File: config.mk
export PLATFORM = sky130hd
export DESIGN_NAME = binary_rpc_message_walker_core
export DESIGN_NICKNAME = d
export VERILOG_FILES = /design/src/rtl/brpc_pkg.sv /design/src/rtl/brpc_fifo.sv /design/src/rtl/brpc_front.sv /design/src/rtl/brpc_back.sv /design/src/rtl/binary_rpc_message_walker_core.sv
export SDC_FILE = /design/constraint.sdc
export NUM_CORES = 2
export LEC_CHECK = 0
export ABC_AREA = 0
export CAP_MARGIN = 15
export CORE_UTILIZATION = 30
export CTS_BUF_LIST = sky130_fd_sc_hd__clkbuf_16
export DETAILED_ROUTE_END_ITERATION = 12
export DONT_BUFFER_PORTS = 1
export GPL_TIMING_DRIVEN = 0
export REMOVE_ABC_BUFFERS = 1
export SETUP_SLACK_MARGIN = 0.5
export SYNTH_ARGS = -nofsm -noshare
export SYNTH_HDL_FRONTEND = slang
export SYNTH_SLANG_ARGS = --single-unit
File: constraint.sdc
create_clock -name clk -period 21.7 [get_ports clk]
set_clock_uncertainty 0.1 [all_clocks]
set_input_delay 4.34 -clock clk [delete_from_list [all_inputs] [get_ports clk]]
set_output_delay 4.34 -clock clk [all_outputs]
set_load 0.005 [all_outputs]
File: src/rtl/brpc_pkg.sv
// Shared types, phase/role/error codes and the type-code table for the
// binary RPC message walker. No dependencies.
package brpc_pkg;

  // Parser phases
  localparam logic [3:0] PH_HWORD    = 4'd0;
  localparam logic [3:0] PH_HNAMELEN = 4'd1;
  localparam logic [3:0] PH_HSKIP    = 4'd2;
  localparam logic [3:0] PH_OLDNAME  = 4'd3;
  localparam logic [3:0] PH_OLDTYPE  = 4'd4;
  localparam logic [3:0] PH_FTYPE    = 4'd5;
  localparam logic [3:0] PH_FID      = 4'd6;
  localparam logic [3:0] PH_ETYPES   = 4'd7;
  localparam logic [3:0] PH_LENSTR   = 4'd8;
  localparam logic [3:0] PH_LENCONT  = 4'd9;
  localparam logic [3:0] PH_PAYLOAD  = 4'd10;
  localparam logic [3:0] PH_DONE     = 4'd11;
  localparam logic [3:0] PH_ERROR    = 4'd12;

  // Frame kinds
  localparam logic [1:0] KIND_STRUCT = 2'd0;
  localparam logic [1:0] KIND_MAP    = 2'd1;
  localparam logic [1:0] KIND_LIST   = 2'd2;

  // Byte roles
  localparam logic [2:0] ROLE_HEADER  = 3'd0;
  localparam logic [2:0] ROLE_FTYPE   = 3'd1;
  localparam logic [2:0] ROLE_FID     = 3'd2;
  localparam logic [2:0] ROLE_ETYPES  = 3'd3;
  localparam logic [2:0] ROLE_LENGTH  = 3'd4;
  localparam logic [2:0] ROLE_PAYLOAD = 3'd5;
  localparam logic [2:0] ROLE_STOP    = 3'd6;
  localparam logic [2:0] ROLE_IGNORED = 3'd7;

  // Error codes
  localparam logic [2:0] ERR_NONE     = 3'd0;
  localparam logic [2:0] ERR_VERSION  = 3'd1;
  localparam logic [2:0] ERR_STRICT   = 3'd2;
  localparam logic [2:0] ERR_UNKNOWN  = 3'd3;
  localparam logic [2:0] ERR_OVERFLOW = 3'd4;

  // Wire type codes
  localparam logic [4:0] TC_STOP    = 5'd0;
  localparam logic [4:0] TC_VOID    = 5'd1;
  localparam logic [4:0] TC_BOOL    = 5'd2;
  localparam logic [4:0] TC_BYTE    = 5'd3;
  localparam logic [4:0] TC_DOUBLE  = 5'd4;
  localparam logic [4:0] TC_I16     = 5'd6;
  localparam logic [4:0] TC_I32     = 5'd8;
  localparam logic [4:0] TC_U64     = 5'd9;
  localparam logic [4:0] TC_I64     = 5'd10;
  localparam logic [4:0] TC_STRING  = 5'd11;
  localparam logic [4:0] TC_STRUCT  = 5'd12;
  localparam logic [4:0] TC_MAP     = 5'd13;
  localparam logic [4:0] TC_SET     = 5'd14;
  localparam logic [4:0] TC_LIST    = 5'd15;
  localparam logic [4:0] TC_UTF8    = 5'd16;
  localparam logic [4:0] TC_UTF16   = 5'd17;
  localparam logic [4:0] TC_UNKNOWN = 5'd31;

  localparam logic [31:0] VER_MASK = 32'hffff_0000;
  localparam logic [31:0] VER_ONE  = 32'h8001_0000;
  localparam logic [31:0] LOW_BYTE = 32'h0000_00ff;

  typedef struct packed {
    logic [1:0]  kind;
    logic [4:0]  ktype;
    logic [4:0]  vtype;
    logic [31:0] remain;
    logic        half;
  } frame_t;

  typedef struct packed {
    logic [7:0] data_byte;
    logic       first;
    logic [4:0] tcode;
  } in_beat_t;

  typedef struct packed {
    logic [2:0] role;
    logic [4:0] depth;
    logic [7:0] message_type;
    logic       last;
    logic [2:0] error;
  } out_beat_t;

  // Decoded start of an element of a given type
  typedef struct packed {
    logic        empty;
    logic        unknown;
    logic        push;
    logic [1:0]  kind;
    logic [3:0]  phase;
    logic        set_cnt;
    logic [31:0] cnt;
    logic        clr_shift;
  } begin_t;

  function automatic logic [4:0] type_code(input logic [7:0] b);
    logic [4:0] t;
    t = TC_UNKNOWN;
    if (b <= 8'd17 && b != 8'd5 && b != 8'd7) t = b[4:0];
    return t;
  endfunction

  function automatic logic zero_size(input logic [4:0] t);
    return (t == TC_STOP) || (t == TC_VOID);
  endfunction

  function automatic begin_t begin_decode(input logic [4:0] t);
    begin_t r;
    r = '0;
    r.phase = PH_PAYLOAD;
    r.set_cnt = 1'b1;
    case (t)
      TC_STOP, TC_VOID: r.empty = 1'b1;
      TC_BOOL, TC_BYTE: r.cnt = 32'd1;
      TC_I16: r.cnt = 32'd2;
      TC_I32: r.cnt = 32'd4;
      TC_DOUBLE, TC_U64, TC_I64: r.cnt = 32'd8;
      TC_STRING, TC_UTF8, TC_UTF16: begin
        r.phase = PH_LENSTR;
        r.cnt = 32'd4;
        r.clr_shift = 1'b1;
      end
      TC_STRUCT: begin
        r.push = 1'b1;
        r.kind = KIND_STRUCT;
        r.phase = PH_FTYPE;
        r.set_cnt = 1'b0;
      end
      TC_MAP: begin
        r.push = 1'b1;
        r.kind = KIND_MAP;
        r.phase = PH_ETYPES;
        r.cnt = 32'd2;
      end
      TC_SET, TC_LIST: begin
        r.push = 1'b1;
        r.kind = KIND_LIST;
        r.phase = PH_ETYPES;
        r.cnt = 32'd1;
      end
      default: r.unknown = 1'b1;
    endcase
    return r;
  endfunction

endpackage

File: src/rtl/brpc_fifo.sv
// Small register queue used on both sides of the walker.
// No package dependency.
module brpc_fifo #(
  parameter int W = 8,
  parameter int DEPTH = 2
) (
  input  logic         clk,
  input  logic         rst_n,
  input  logic         push,
  input  logic [W-1:0] wdata,
  output logic         full,
  input  logic         pop,
  output logic [W-1:0] rdata,
  output logic         empty
);
  localparam int AW = (DEPTH > 1) ? $clog2(DEPTH) : 1;
  localparam int CW = $clog2(DEPTH + 1);

  logic [W-1:0] mem_r [DEPTH];
  logic [AW-1:0] wp_r, wp_nxt, rp_r, rp_nxt;
  logic [CW-1:0] cnt_r, cnt_nxt;
  logic do_push, do_pop;

  assign full    = (cnt_r == CW'(DEPTH));
  assign empty   = (cnt_r == '0);
  assign do_push = push && !full;
  assign do_pop  = pop && !empty;
  assign rdata   = mem_r[rp_r];

  always_comb begin
    wp_nxt = wp_r;
    rp_nxt = rp_r;
    cnt_nxt = cnt_r;
    if (do_push) wp_nxt = (wp_r == AW'(DEPTH - 1)) ? '0 : wp_r + 1'b1;
    if (do_pop) rp_nxt = (rp_r == AW'(DEPTH - 1)) ? '0 : rp_r + 1'b1;
    if (do_push && !do_pop) cnt_nxt = cnt_r + 1'b1;
    else if (do_pop && !do_push) cnt_nxt = cnt_r - 1'b1;
  end

  always_ff @(posedge clk) begin
    if (!rst_n) begin
      wp_r <= '0;
      rp_r <= '0;
      cnt_r <= '0;
    end else begin
      wp_r <= wp_nxt;
      rp_r <= rp_nxt;
      cnt_r <= cnt_nxt;
    end
  end

  always_ff @(posedge clk) begin
    if (do_push) mem_r[wp_r] <= wdata;
  end

endmodule

File: src/rtl/brpc_front.sv
// Front end: takes bytes, tags each with its wire type code, queues them.
// Depends on brpc_pkg and brpc_fifo.
module brpc_front (
  input  logic                clk,
  input  logic                rst_n,
  input  logic                push,
  output logic                full,
  input  logic [7:0]          in_data_byte,
  input  logic                in_first,
  output logic                beat_valid,
  output brpc_pkg::in_beat_t  beat,
  input  logic                beat_take
);
  brpc_pkg::in_beat_t wbeat;
  logic q_empty;

  always_comb begin
    wbeat.data_byte = in_data_byte;
    wbeat.first     = in_first;
    wbeat.tcode     = brpc_pkg::type_code(in_data_byte);
  end

  brpc_fifo #(.W($bits(brpc_pkg::in_beat_t)), .DEPTH(2)) u_q (
    .clk(clk), .rst_n(rst_n),
    .push(push), .wdata(wbeat), .full(full),
    .pop(beat_take), .rdata(beat), .empty(q_empty)
  );

  assign beat_valid = !q_empty;

endmodule

File: src/rtl/brpc_back.sv
// Back end: header/body walker with the nesting stack; unwinds one frame
// per cycle after an element completes, unless res_full. Depends on brpc_pkg.
module brpc_back #(
  parameter int STACK_DEPTH = 16
) (
  input  logic                clk,
  input  logic                rst_n,
  input  logic                strict,
  input  logic                beat_valid,
  input  brpc_pkg::in_beat_t  beat,
  output logic                beat_take,
  input  logic                res_full,
  output logic                res_push,
  output brpc_pkg::out_beat_t res
);
  localparam int IW = $clog2(STACK_DEPTH);
  localparam int LW = $clog2(STACK_DEPTH + 1);

  brpc_pkg::frame_t stk_r [STACK_DEPTH];

  logic [3:0]  phase_r, phase_nxt;
  logic [LW-1:0] level_r, level_nxt;
  logic [31:0] cnt_r, cnt_nxt, shift_r, shift_nxt;
  logic [4:0]  ctype_r, ctype_nxt;
  logic [7:0]  mtype_r, mtype_nxt;
  logic [2:0]  err_r, err_nxt;
  logic        resume_r, resume_nxt;
  logic [2:0]  prole_r, prole_nxt;

  logic [IW-1:0] top_idx, push_idx;
  brpc_pkg::frame_t top, top_wd, push_wd;
  logic top_we, push_we;
  logic [4:0] beg_type;
  brpc_pkg::begin_t bg;
  logic do_begin;

  logic [3:0]  e_phase;
  logic [31:0] e_cnt, e_shift, cnt_dec, shift_in, n4;
  logic [2:0]  role;
  logic        last;

  assign top_idx = (level_r == '0) ? IW'(STACK_DEPTH - 1) : IW'(level_r - 1'b1);
  assign top = stk_r[top_idx];

  // Element type fed to the shared begin decoder
  always_comb begin
    beg_type = ctype_r;
    if (resume_r) begin
      beg_type = (top.kind == brpc_pkg::KIND_MAP && top.half) ? top.vtype : top.ktype;
    end
  end
  assign bg = brpc_pkg::begin_decode(beg_type);

  always_comb begin
    e_phase  = beat.first ? brpc_pkg::PH_HWORD : phase_r;
    e_cnt    = beat.first ? 32'd4 : cnt_r;
    e_shift  = beat.first ? 32'd0 : shift_r;
    cnt_dec  = e_cnt - 32'd1;
    shift_in = {e_shift[23:0], beat.data_byte};
    n4       = shift_in + 32'd4;

    phase_nxt = phase_r;
    level_nxt = level_r;
    cnt_nxt = cnt_r;
    shift_nxt = shift_r;
    ctype_nxt = ctype_r;
    mtype_nxt = mtype_r;
    err_nxt = err_r;
    resume_nxt = resume_r;
    prole_nxt = prole_r;
    top_we = 1'b0;
    top_wd = top;
    push_we = 1'b0;
    push_idx = '0;
    push_wd = '0;
    do_begin = 1'b0;
    role = brpc_pkg::ROLE_IGNORED;
    last = 1'b0;
    beat_take = 1'b0;
    res_push = 1'b0;

    if (!res_full && resume_r) begin
      // one unwind step
      role = prole_r;
      if (level_r == '0) begin
        phase_nxt = brpc_pkg::PH_DONE;
        last = 1'b1;
        resume_nxt = 1'b0;
      end else begin
        case (top.kind)
          brpc_pkg::KIND_STRUCT: begin
            phase_nxt = brpc_pkg::PH_FTYPE;
            resume_nxt = 1'b0;
          end
          brpc_pkg::KIND_LIST: begin
            if (top.remain == '0) begin
              level_nxt = level_r - 1'b1;
            end else begin
              top_we = 1'b1;
              top_wd.remain = top.remain - 32'd1;
              do_begin = 1'b1;
              if (bg.empty) top_wd.remain = '0;
              else resume_nxt = 1'b0;
            end
          end
          default: begin
            if (!top.half) begin
              if (top.remain == '0) begin
                level_nxt = level_r - 1'b1;
              end else begin
                top_we = 1'b1;
                top_wd.remain = top.remain - 32'd1;
                top_wd.half = 1'b1;
                do_begin = 1'b1;
                if (!bg.empty) resume_nxt = 1'b0;
              end
            end else begin
              top_we = 1'b1;
              top_wd.half = 1'b0;
              do_begin = 1'b1;
              if (!bg.empty) resume_nxt = 1'b0;
            end
          end
        endcase
      end
    end else if (!res_full && beat_valid) begin
      beat_take = 1'b1;
      if (beat.first) begin
        level_nxt = '0;
        cnt_nxt = 32'd4;
        shift_nxt = '0;
        ctype_nxt = '0;
        mtype_nxt = '0;
        err_nxt = brpc_pkg::ERR_NONE;
        phase_nxt = brpc_pkg::PH_HWORD;
      end
      case (e_phase)
        brpc_pkg::PH_HWORD: begin
          role = brpc_pkg::ROLE_HEADER;
          shift_nxt = shift_in;
          cnt_nxt = cnt_dec;
          if (cnt_dec == '0) begin
            if (shift_in[31]) begin
              if ((shift_in & brpc_pkg::VER_MASK) != brpc_pkg::VER_ONE) begin
                phase_nxt = brpc_pkg::PH_ERROR;
                err_nxt = brpc_pkg::ERR_VERSION;
              end else begin
                mtype_nxt = 8'(shift_in & brpc_pkg::LOW_BYTE);
                phase_nxt = brpc_pkg::PH_HNAMELEN;
                cnt_nxt = 32'd4;
                shift_nxt = '0;
              end
            end else if (strict) begin
              phase_nxt = brpc_pkg::PH_ERROR;
              err_nxt = brpc_pkg::ERR_STRICT;
            end else if (shift_in == '0) begin
              phase_nxt = brpc_pkg::PH_OLDTYPE;
            end else begin
              phase_nxt = brpc_pkg::PH_OLDNAME;
              cnt_nxt = shift_in;
            end
          end
        end
        brpc_pkg::PH_HNAMELEN: begin
          role = brpc_pkg::ROLE_HEADER;
          shift_nxt = shift_in;
          cnt_nxt = cnt_dec;
          if (cnt_dec == '0) begin
            if (n4 == '0) begin
              level_nxt = LW'(1);
              push_we = 1'b1;
              push_wd.kind = brpc_pkg::KIND_STRUCT;
              phase_nxt = brpc_pkg::PH_FTYPE;
            end else begin
              phase_nxt = brpc_pkg::PH_HSKIP;
              cnt_nxt = n4;
            end
          end
        end
        brpc_pkg::PH_HSKIP: begin
          role = brpc_pkg::ROLE_HEADER;
          cnt_nxt = cnt_dec;
          if (cnt_dec == '0) begin
            level_nxt = LW'(1);
            push_we = 1'b1;
            push_wd.kind = brpc_pkg::KIND_STRUCT;
            phase_nxt = brpc_pkg::PH_FTYPE;
          end
        end
        brpc_pkg::PH_OLDNAME: begin
          role = brpc_pkg::ROLE_HEADER;
          cnt_nxt = cnt_dec;
          if (cnt_dec == '0) phase_nxt = brpc_pkg::PH_OLDTYPE;
        end
        brpc_pkg::PH_OLDTYPE: begin
          role = brpc_pkg::ROLE_HEADER;
          mtype_nxt = beat.data_byte;
          phase_nxt = brpc_pkg::PH_HSKIP;
          cnt_nxt = 32'd4;
        end
        brpc_pkg::PH_FTYPE: begin
          if (beat.tcode == brpc_pkg::TC_STOP) begin
            role = brpc_pkg::ROLE_STOP;
            if (level_r != '0) level_nxt = level_r - 1'b1;
            resume_nxt = 1'b1;
          end else begin
            role = brpc_pkg::ROLE_FTYPE;
            ctype_nxt = beat.tcode;
            phase_nxt = brpc_pkg::PH_FID;
            cnt_nxt = 32'd2;
          end
        end
        brpc_pkg::PH_FID: begin
          role = brpc_pkg::ROLE_FID;
          cnt_nxt = cnt_dec;
          if (cnt_dec == '0) begin
            do_begin = 1'b1;
            if (bg.empty) resume_nxt = 1'b1;
          end
        end
        brpc_pkg::PH_ETYPES: begin
          role = brpc_pkg::ROLE_ETYPES;
          top_we = 1'b1;
          if (top.kind == brpc_pkg::KIND_MAP && e_cnt == 32'd2) top_wd.ktype = beat.tcode;
          else if (top.kind == brpc_pkg::KIND_MAP) top_wd.vtype = beat.tcode;
          else top_wd.ktype = beat.tcode;
          cnt_nxt = cnt_dec;
          if (cnt_dec == '0) begin
            phase_nxt = brpc_pkg::PH_LENCONT;
            cnt_nxt = 32'd4;
            shift_nxt = '0;
          end
        end
        brpc_pkg::PH_LENCONT: begin
          role = brpc_pkg::ROLE_LENGTH;
          shift_nxt = shift_in;
          cnt_nxt = cnt_dec;
          if (cnt_dec == '0) begin
            top_we = 1'b1;
            top_wd.remain = shift_in;
            top_wd.half = 1'b0;
            if (top.kind == brpc_pkg::KIND_MAP && brpc_pkg::zero_size(top.ktype) &&
                brpc_pkg::zero_size(top.vtype)) top_wd.remain = '0;
            resume_nxt = 1'b1;
          end
        end
        brpc_pkg::PH_LENSTR: begin
          role = brpc_pkg::ROLE_LENGTH;
          shift_nxt = shift_in;
          cnt_nxt = cnt_dec;
          if (cnt_dec == '0) begin
            if (shift_in == '0) begin
              resume_nxt = 1'b1;
            end else begin
              phase_nxt = brpc_pkg::PH_PAYLOAD;
              cnt_nxt = shift_in;
            end
          end
        end
        brpc_pkg::PH_PAYLOAD: begin
          role = brpc_pkg::ROLE_PAYLOAD;
          cnt_nxt = cnt_dec;
          if (cnt_dec == '0) resume_nxt = 1'b1;
        end
        default: role = brpc_pkg::ROLE_IGNORED;
      endcase
      prole_nxt = role;
    end

    // Start of a new element (shared by field path and unwind path)
    if (do_begin && !bg.empty) begin
      if (bg.unknown) begin
        phase_nxt = brpc_pkg::PH_ERROR;
        err_nxt = brpc_pkg::ERR_UNKNOWN;
      end else if (bg.push) begin
        if (level_nxt >= LW'(STACK_DEPTH)) begin
          phase_nxt = brpc_pkg::PH_ERROR;
          err_nxt = brpc_pkg::ERR_OVERFLOW;
        end else begin
          push_we = 1'b1;
          push_idx = IW'(level_nxt);
          push_wd.kind = bg.kind;
          level_nxt = level_nxt + 1'b1;
          phase_nxt = bg.phase;
          if (bg.set_cnt) cnt_nxt = bg.cnt;
        end
      end else begin
        phase_nxt = bg.phase;
        cnt_nxt = bg.cnt;
        if (bg.clr_shift) shift_nxt = '0;
      end
    end

    res_push = (beat_take || resume_r) && !res_full && !resume_nxt;
    res.role = role;
    res.depth = 5'(level_nxt);
    res.message_type = mtype_nxt;
    res.last = last;
    res.error = err_nxt;
  end

  always_ff @(posedge clk) begin
    if (!rst_n) begin
      phase_r <= brpc_pkg::PH_HWORD;
      level_r <= '0;
      cnt_r <= 32'd4;
      shift_r <= '0;
      ctype_r <= '0;
      mtype_r <= '0;
      err_r <= brpc_pkg::ERR_NONE;
      resume_r <= 1'b0;
      prole_r <= brpc_pkg::ROLE_HEADER;
    end else begin
      phase_r <= phase_nxt;
      level_r <= level_nxt;
      cnt_r <= cnt_nxt;
      shift_r <= shift_nxt;
      ctype_r <= ctype_nxt;
      mtype_r <= mtype_nxt;
      err_r <= err_nxt;
      resume_r <= resume_nxt;
      prole_r <= prole_nxt;
    end
  end

  // Frame stack: no reset, every frame is pushed before it is read
  always_ff @(posedge clk) begin
    if (top_we) stk_r[top_idx] <= top_wd;
    if (push_we) stk_r[push_idx] <= push_wd;
  end

endmodule

File: src/rtl/binary_rpc_message_walker_core.sv
// Path: a pushed byte is registered in the input queue, walked by the back end
//   combinationally, its beat registered in the result queue after any unwind steps.
// Throughput: one byte per cycle while the result queue has room; a byte ending an
//   element adds an unwind step, plus one per frame popped or zero-size element skipped.
// Reset (synchronous, rst_n low): queues emptied, walker back to header
//   start, strict mode cleared; the frame stack keeps its contents.
module binary_rpc_message_walker_core #(
  parameter int STACK_DEPTH = 16
) (
  input  logic       clk,
  input  logic       rst_n,
  // input queue side
  input  logic       push,
  output logic       full,
  input  logic [7:0] in_data_byte,
  input  logic       in_first,
  // result queue side
  output logic       empty,
  input  logic       pop,
  output logic [2:0] out_role,
  output logic [4:0] out_depth,
  output logic [7:0] out_message_type,
  output logic       out_last,
  output logic [2:0] out_error,
  // config
  input  logic       cfg_wr_en,
  input  logic       cfg_strict
);
  logic cfg_strict_r;

  logic               beat_valid, beat_take;
  brpc_pkg::in_beat_t beat;
  logic               res_full, res_push;
  brpc_pkg::out_beat_t res, res_q;

  always_ff @(posedge clk) begin
    if (!rst_n) begin
      cfg_strict_r <= 1'b0;
    end else if (cfg_wr_en) begin
      cfg_strict_r <= cfg_strict;
    end
  end

  // Front: classify each byte's type code and queue it
  brpc_front u_front (
    .clk(clk), .rst_n(rst_n),
    .push(push), .full(full),
    .in_data_byte(in_data_byte), .in_first(in_first),
    .beat_valid(beat_valid), .beat(beat), .beat_take(beat_take)
  );

  // Back: header/body walker with nesting stack
  brpc_back #(.STACK_DEPTH(STACK_DEPTH)) u_back (
    .clk(clk), .rst_n(rst_n),
    .strict(cfg_strict_r),
    .beat_valid(beat_valid), .beat(beat), .beat_take(beat_take),
    .res_full(res_full), .res_push(res_push), .res(res)
  );

  // Result queue decouples the walker from the consumer
  brpc_fifo #(.W($bits(brpc_pkg::out_beat_t)), .DEPTH(2)) u_res_q (
    .clk(clk), .rst_n(rst_n),
    .push(res_push), .wdata(res), .full(res_full),
    .pop(pop), .rdata(res_q), .empty(empty)
  );

  assign out_role         = res_q.role;
  assign out_depth        = res_q.depth;
  assign out_message_type = res_q.message_type;
  assign out_last         = res_q.last;
  assign out_error        = res_q.error;

endmodule

==> metrics.md <==
| Metric | Value |
|---|---|
| P_leak | 16.3 nW |
| Sw power | 0.00179 W |
| H-tree depth | 3 |
| Clock power share | 0.316 |
| Ys Warns | 0 |
| Antenna Nets Post-Route | 0 |
| DRT Pass-1 Iters | 12 |
| First-pass GRT wire length | 272000 um |
| Initial DRC count | 6391 |
| Pwr Density | 95.5 nW/um2 |
| Critical path's largest stage delay | 980 ps |
| Flops & latches, synth | 884 |
| Fmax | 95.0 MHz |
| Die Span Y | 383 um |
| CTS Buffer Depth | 3 |
| Postcts setup bufs | 0 |
| Slowest CP cell | nor4b_2 |
| Share of layout cells above drive strength 1 | 0.0950 |
| Initial antenna violation count | 6 |
| Synthesis-to-layout area growth | 14.9% |
| Clock Latency Late Sink | 720 ps |
| Mean area per synthesized cell | 8.07 um2 |
| Die area | 147000 um2 |
| Netlist cell types | 93 |
| Initial Util | 0.303 |
| Clk sinks | 884 |
| Cell count after synthesis | 5398 |
| DRC viols | 3 |
| Commonest non-fill, non-tap cell in the layout | nand2_1 |
| Place WS | 11530 ps |
| Ports | 37 |
| Post-Route WL | 187000 um |
| Worst setup margin | 11170 ps |
| Register area share after synthesis | 0.429 |
| GP Congestion | 0.968 |
| Worst path arrival time | 10830 ps |
| Async set or reset register ratio after synthesis | 0 |
| Internal power | 0.00299 W |
| Commonest cells after routing, fill and taps aside | nand2_1, dfxtp_1, nor2_1, a21oi_1, a211oi_1 |
| Req. time, crit path | 22010 ps |
| Comb power frac | 0.299 |
| Post-synth EDFFs | 100 |
| Critical path capture point type | flip-flop |
| Max Cap Violations | 0 |
| GRT Util Overall | 0.245 |
| Via count | 43300 |
| TNS Setup | 0 ps |
| Crit path buf inv count | 9 |
| Switching share of total power | 0.374 |
| Sequential share of power | 0.385 |
| Worst Max-Slew Pin Slew | 1320 ps |
| Wirelength per Cell | 26.2 um |
| Hold Violations, Final | 0 |
| Fin crit period | 10530 ps |
| Dpl hpwl | 123000 um |
| Core area | 144000 um2 |
| Root buf cell | clkbuf_16 |
| Fin nets | 5190 |
| Largest net degree at the start of global routing | 60 |
| Worst Hold Class | flip-flop to flip-flop |
| Die width | 383 um |
| DR vias/cell | 6.07 |
| CTS resizes | 0 |
| Main synth FF type | dfxtp_1 |
| Rows | 139 |
| Critical path class | flip-flop to flip-flop |
| Unrepaired setup endpoints after global routing | no |
| Diode count | 0 |
| Max Slew Vio Count | 0 |
| Ratio of final minimum period to clock period | 0.485 |
| # setup viols final | 0 |
| Gr ovfl total | 0 |
| TritonCTS clock tree | done |
| Slew headroom | 0.107 |
| CTS clk-pin slew, worst paths | 60 ps |
| Outcome | complete, but fails checks |
| CP max FO | 50 |
| Critical-path cell list | buf_12 > inv_1 > ha_4 > or4b_4 > buf_16 > and2_4 > buf_16 > a222oi_1 > o22a_1 > nand3_1 > inv_1 > ha_1 > inv_1 > nor4_4 > nand4_1 > nor3_2 > a211oi_1 > or3_1 > ha_1 > nor4b_2 > buf_4 > buf_4 > buf_4 > nand2b_1 |
| CTS buffer count | 91 |
| Number of port buffers | 0 |
| Vias in the first global route | 39800 |
| Hold_buf cts | 0 |
| CP top delay family | simple AND/OR/NAND/NOR gates |
| Min Hold Slack | 353 ps |
| Mapped Area | 43600 um2 |
| Failing checks | design-rule violations |
| Max VDD drop | 0.0000773 V |
| Crit path launch type | flip-flop |
## cells by family after synthesis
group,synth area share
buffers and inverters,0.0538
AOI/OAI and AO/OA,0.248
adders and majority gates,0.00373
DFF,0.429
xor gates and xnor gates,0.0125
and+or+nand+nor,0.222
muxes,0.0317
## layer usage
metal  global-route usage  vias up  wire length [um]  share of wire
li1                     -    19100                 -              -
met1                0.327    20800             75000           0.40
met2                0.366     2759             79600           0.43
met3               0.0624      586             22300           0.12
met4                0.116        8              9760          0.052
met5                    0        -                47        0.00025
## cell usage after synthesis (85+ instances only)
cell / count / area [um2]
buf_2: 153 / 766
a222oi_1: 122 / 1220
nor3_1: 177 / 886
nand3_1: 85 / 425
a211oi_1: 254 / 1910
dfxtp_1: 784 / 15700
a21oi_1: 446 / 2230
o22ai_1: 104 / 651
o21ai_0: 142 / 711
mux2i_1: 94 / 941
edfxtp_1: 100 / 3000
clkbuf_1: 309 / 1160
nand2_1: 863 / 3240
a22o_1: 86 / 753
nor2_1: 756 / 2840
## per-stage QoR
stage	cells	utilization	power, W	instance area [um2]
after floorplan	4880	-	0.00267	41400
after global placement	6783	0.304	0.00315	43700
after detailed placement	6966	0.328	0.00325	47200
after CTS	7126	0.348	0.00474	50000
after global routing	7132	0.348	0.00494	50100
final	7132	0.348	0.00478	50100
## power by group through the flow
stage | combinational (W) | sequential, W | clock, W
after floorplan | 0.000831 | 0.00184 | 0
after global placement | 0.00127 | 0.00188 | 0
after detailed placement | 0.00137 | 0.00187 | 0
after CTS | 0.00138 | 0.00184 | 0.00153
after global routing | 0.00150 | 0.00185 | 0.00159
final | 0.00143 | 0.00184 | 0.00151
## path summary, 6_finish.rpt
check                      startpoint                   end  slack [ps]  depth (start not counted)
setup / recovery    u_back.level_r[0]  u_back.stk_r[12][44]       11170                         24
hold / removal    u_back.stk_r[5][41]   u_back.stk_r[5][41]         350                          2
setup reg to reg    u_back.level_r[0]  u_back.stk_r[12][44]       11170                         24
hold reg to reg   u_back.stk_r[5][41]   u_back.stk_r[5][41]         350                          2
## sequential cells by signal, summed over array words and instances, names as in the netlist, 4 cells and up, named ones only
| name | flops |
|---|---|
| u_front.u_q.mem_r | 28 |
| u_back.stk_r | 720 |
| u_back.cnt_r | 32 |
| u_back.mtype_r | 8 |
| u_res_q.mem_r | 40 |
| u_back.ctype_r | 5 |
| u_back.phase_r | 4 |
| u_back.shift_r | 24 |
| u_back.level_r | 5 |
## final cells by class
type | instances | area (um2)
clock buffer | 92 | 2300
clock inverter | 68 | 465
fill | 14700 | 93800
inverter | 35 | 131
multi-input combinational | 3961 | 23100
sequential | 884 | 18700
tap | 1903 | 2380
timing repair buffer | 189 | 3020
## tightest hold or removal path, cell delays in order (launching register included)
cell and delay (ps):
dfxtp_1 300, nand2_1 50, a21oi_1 50
Power figures use the tool's default switching activity.
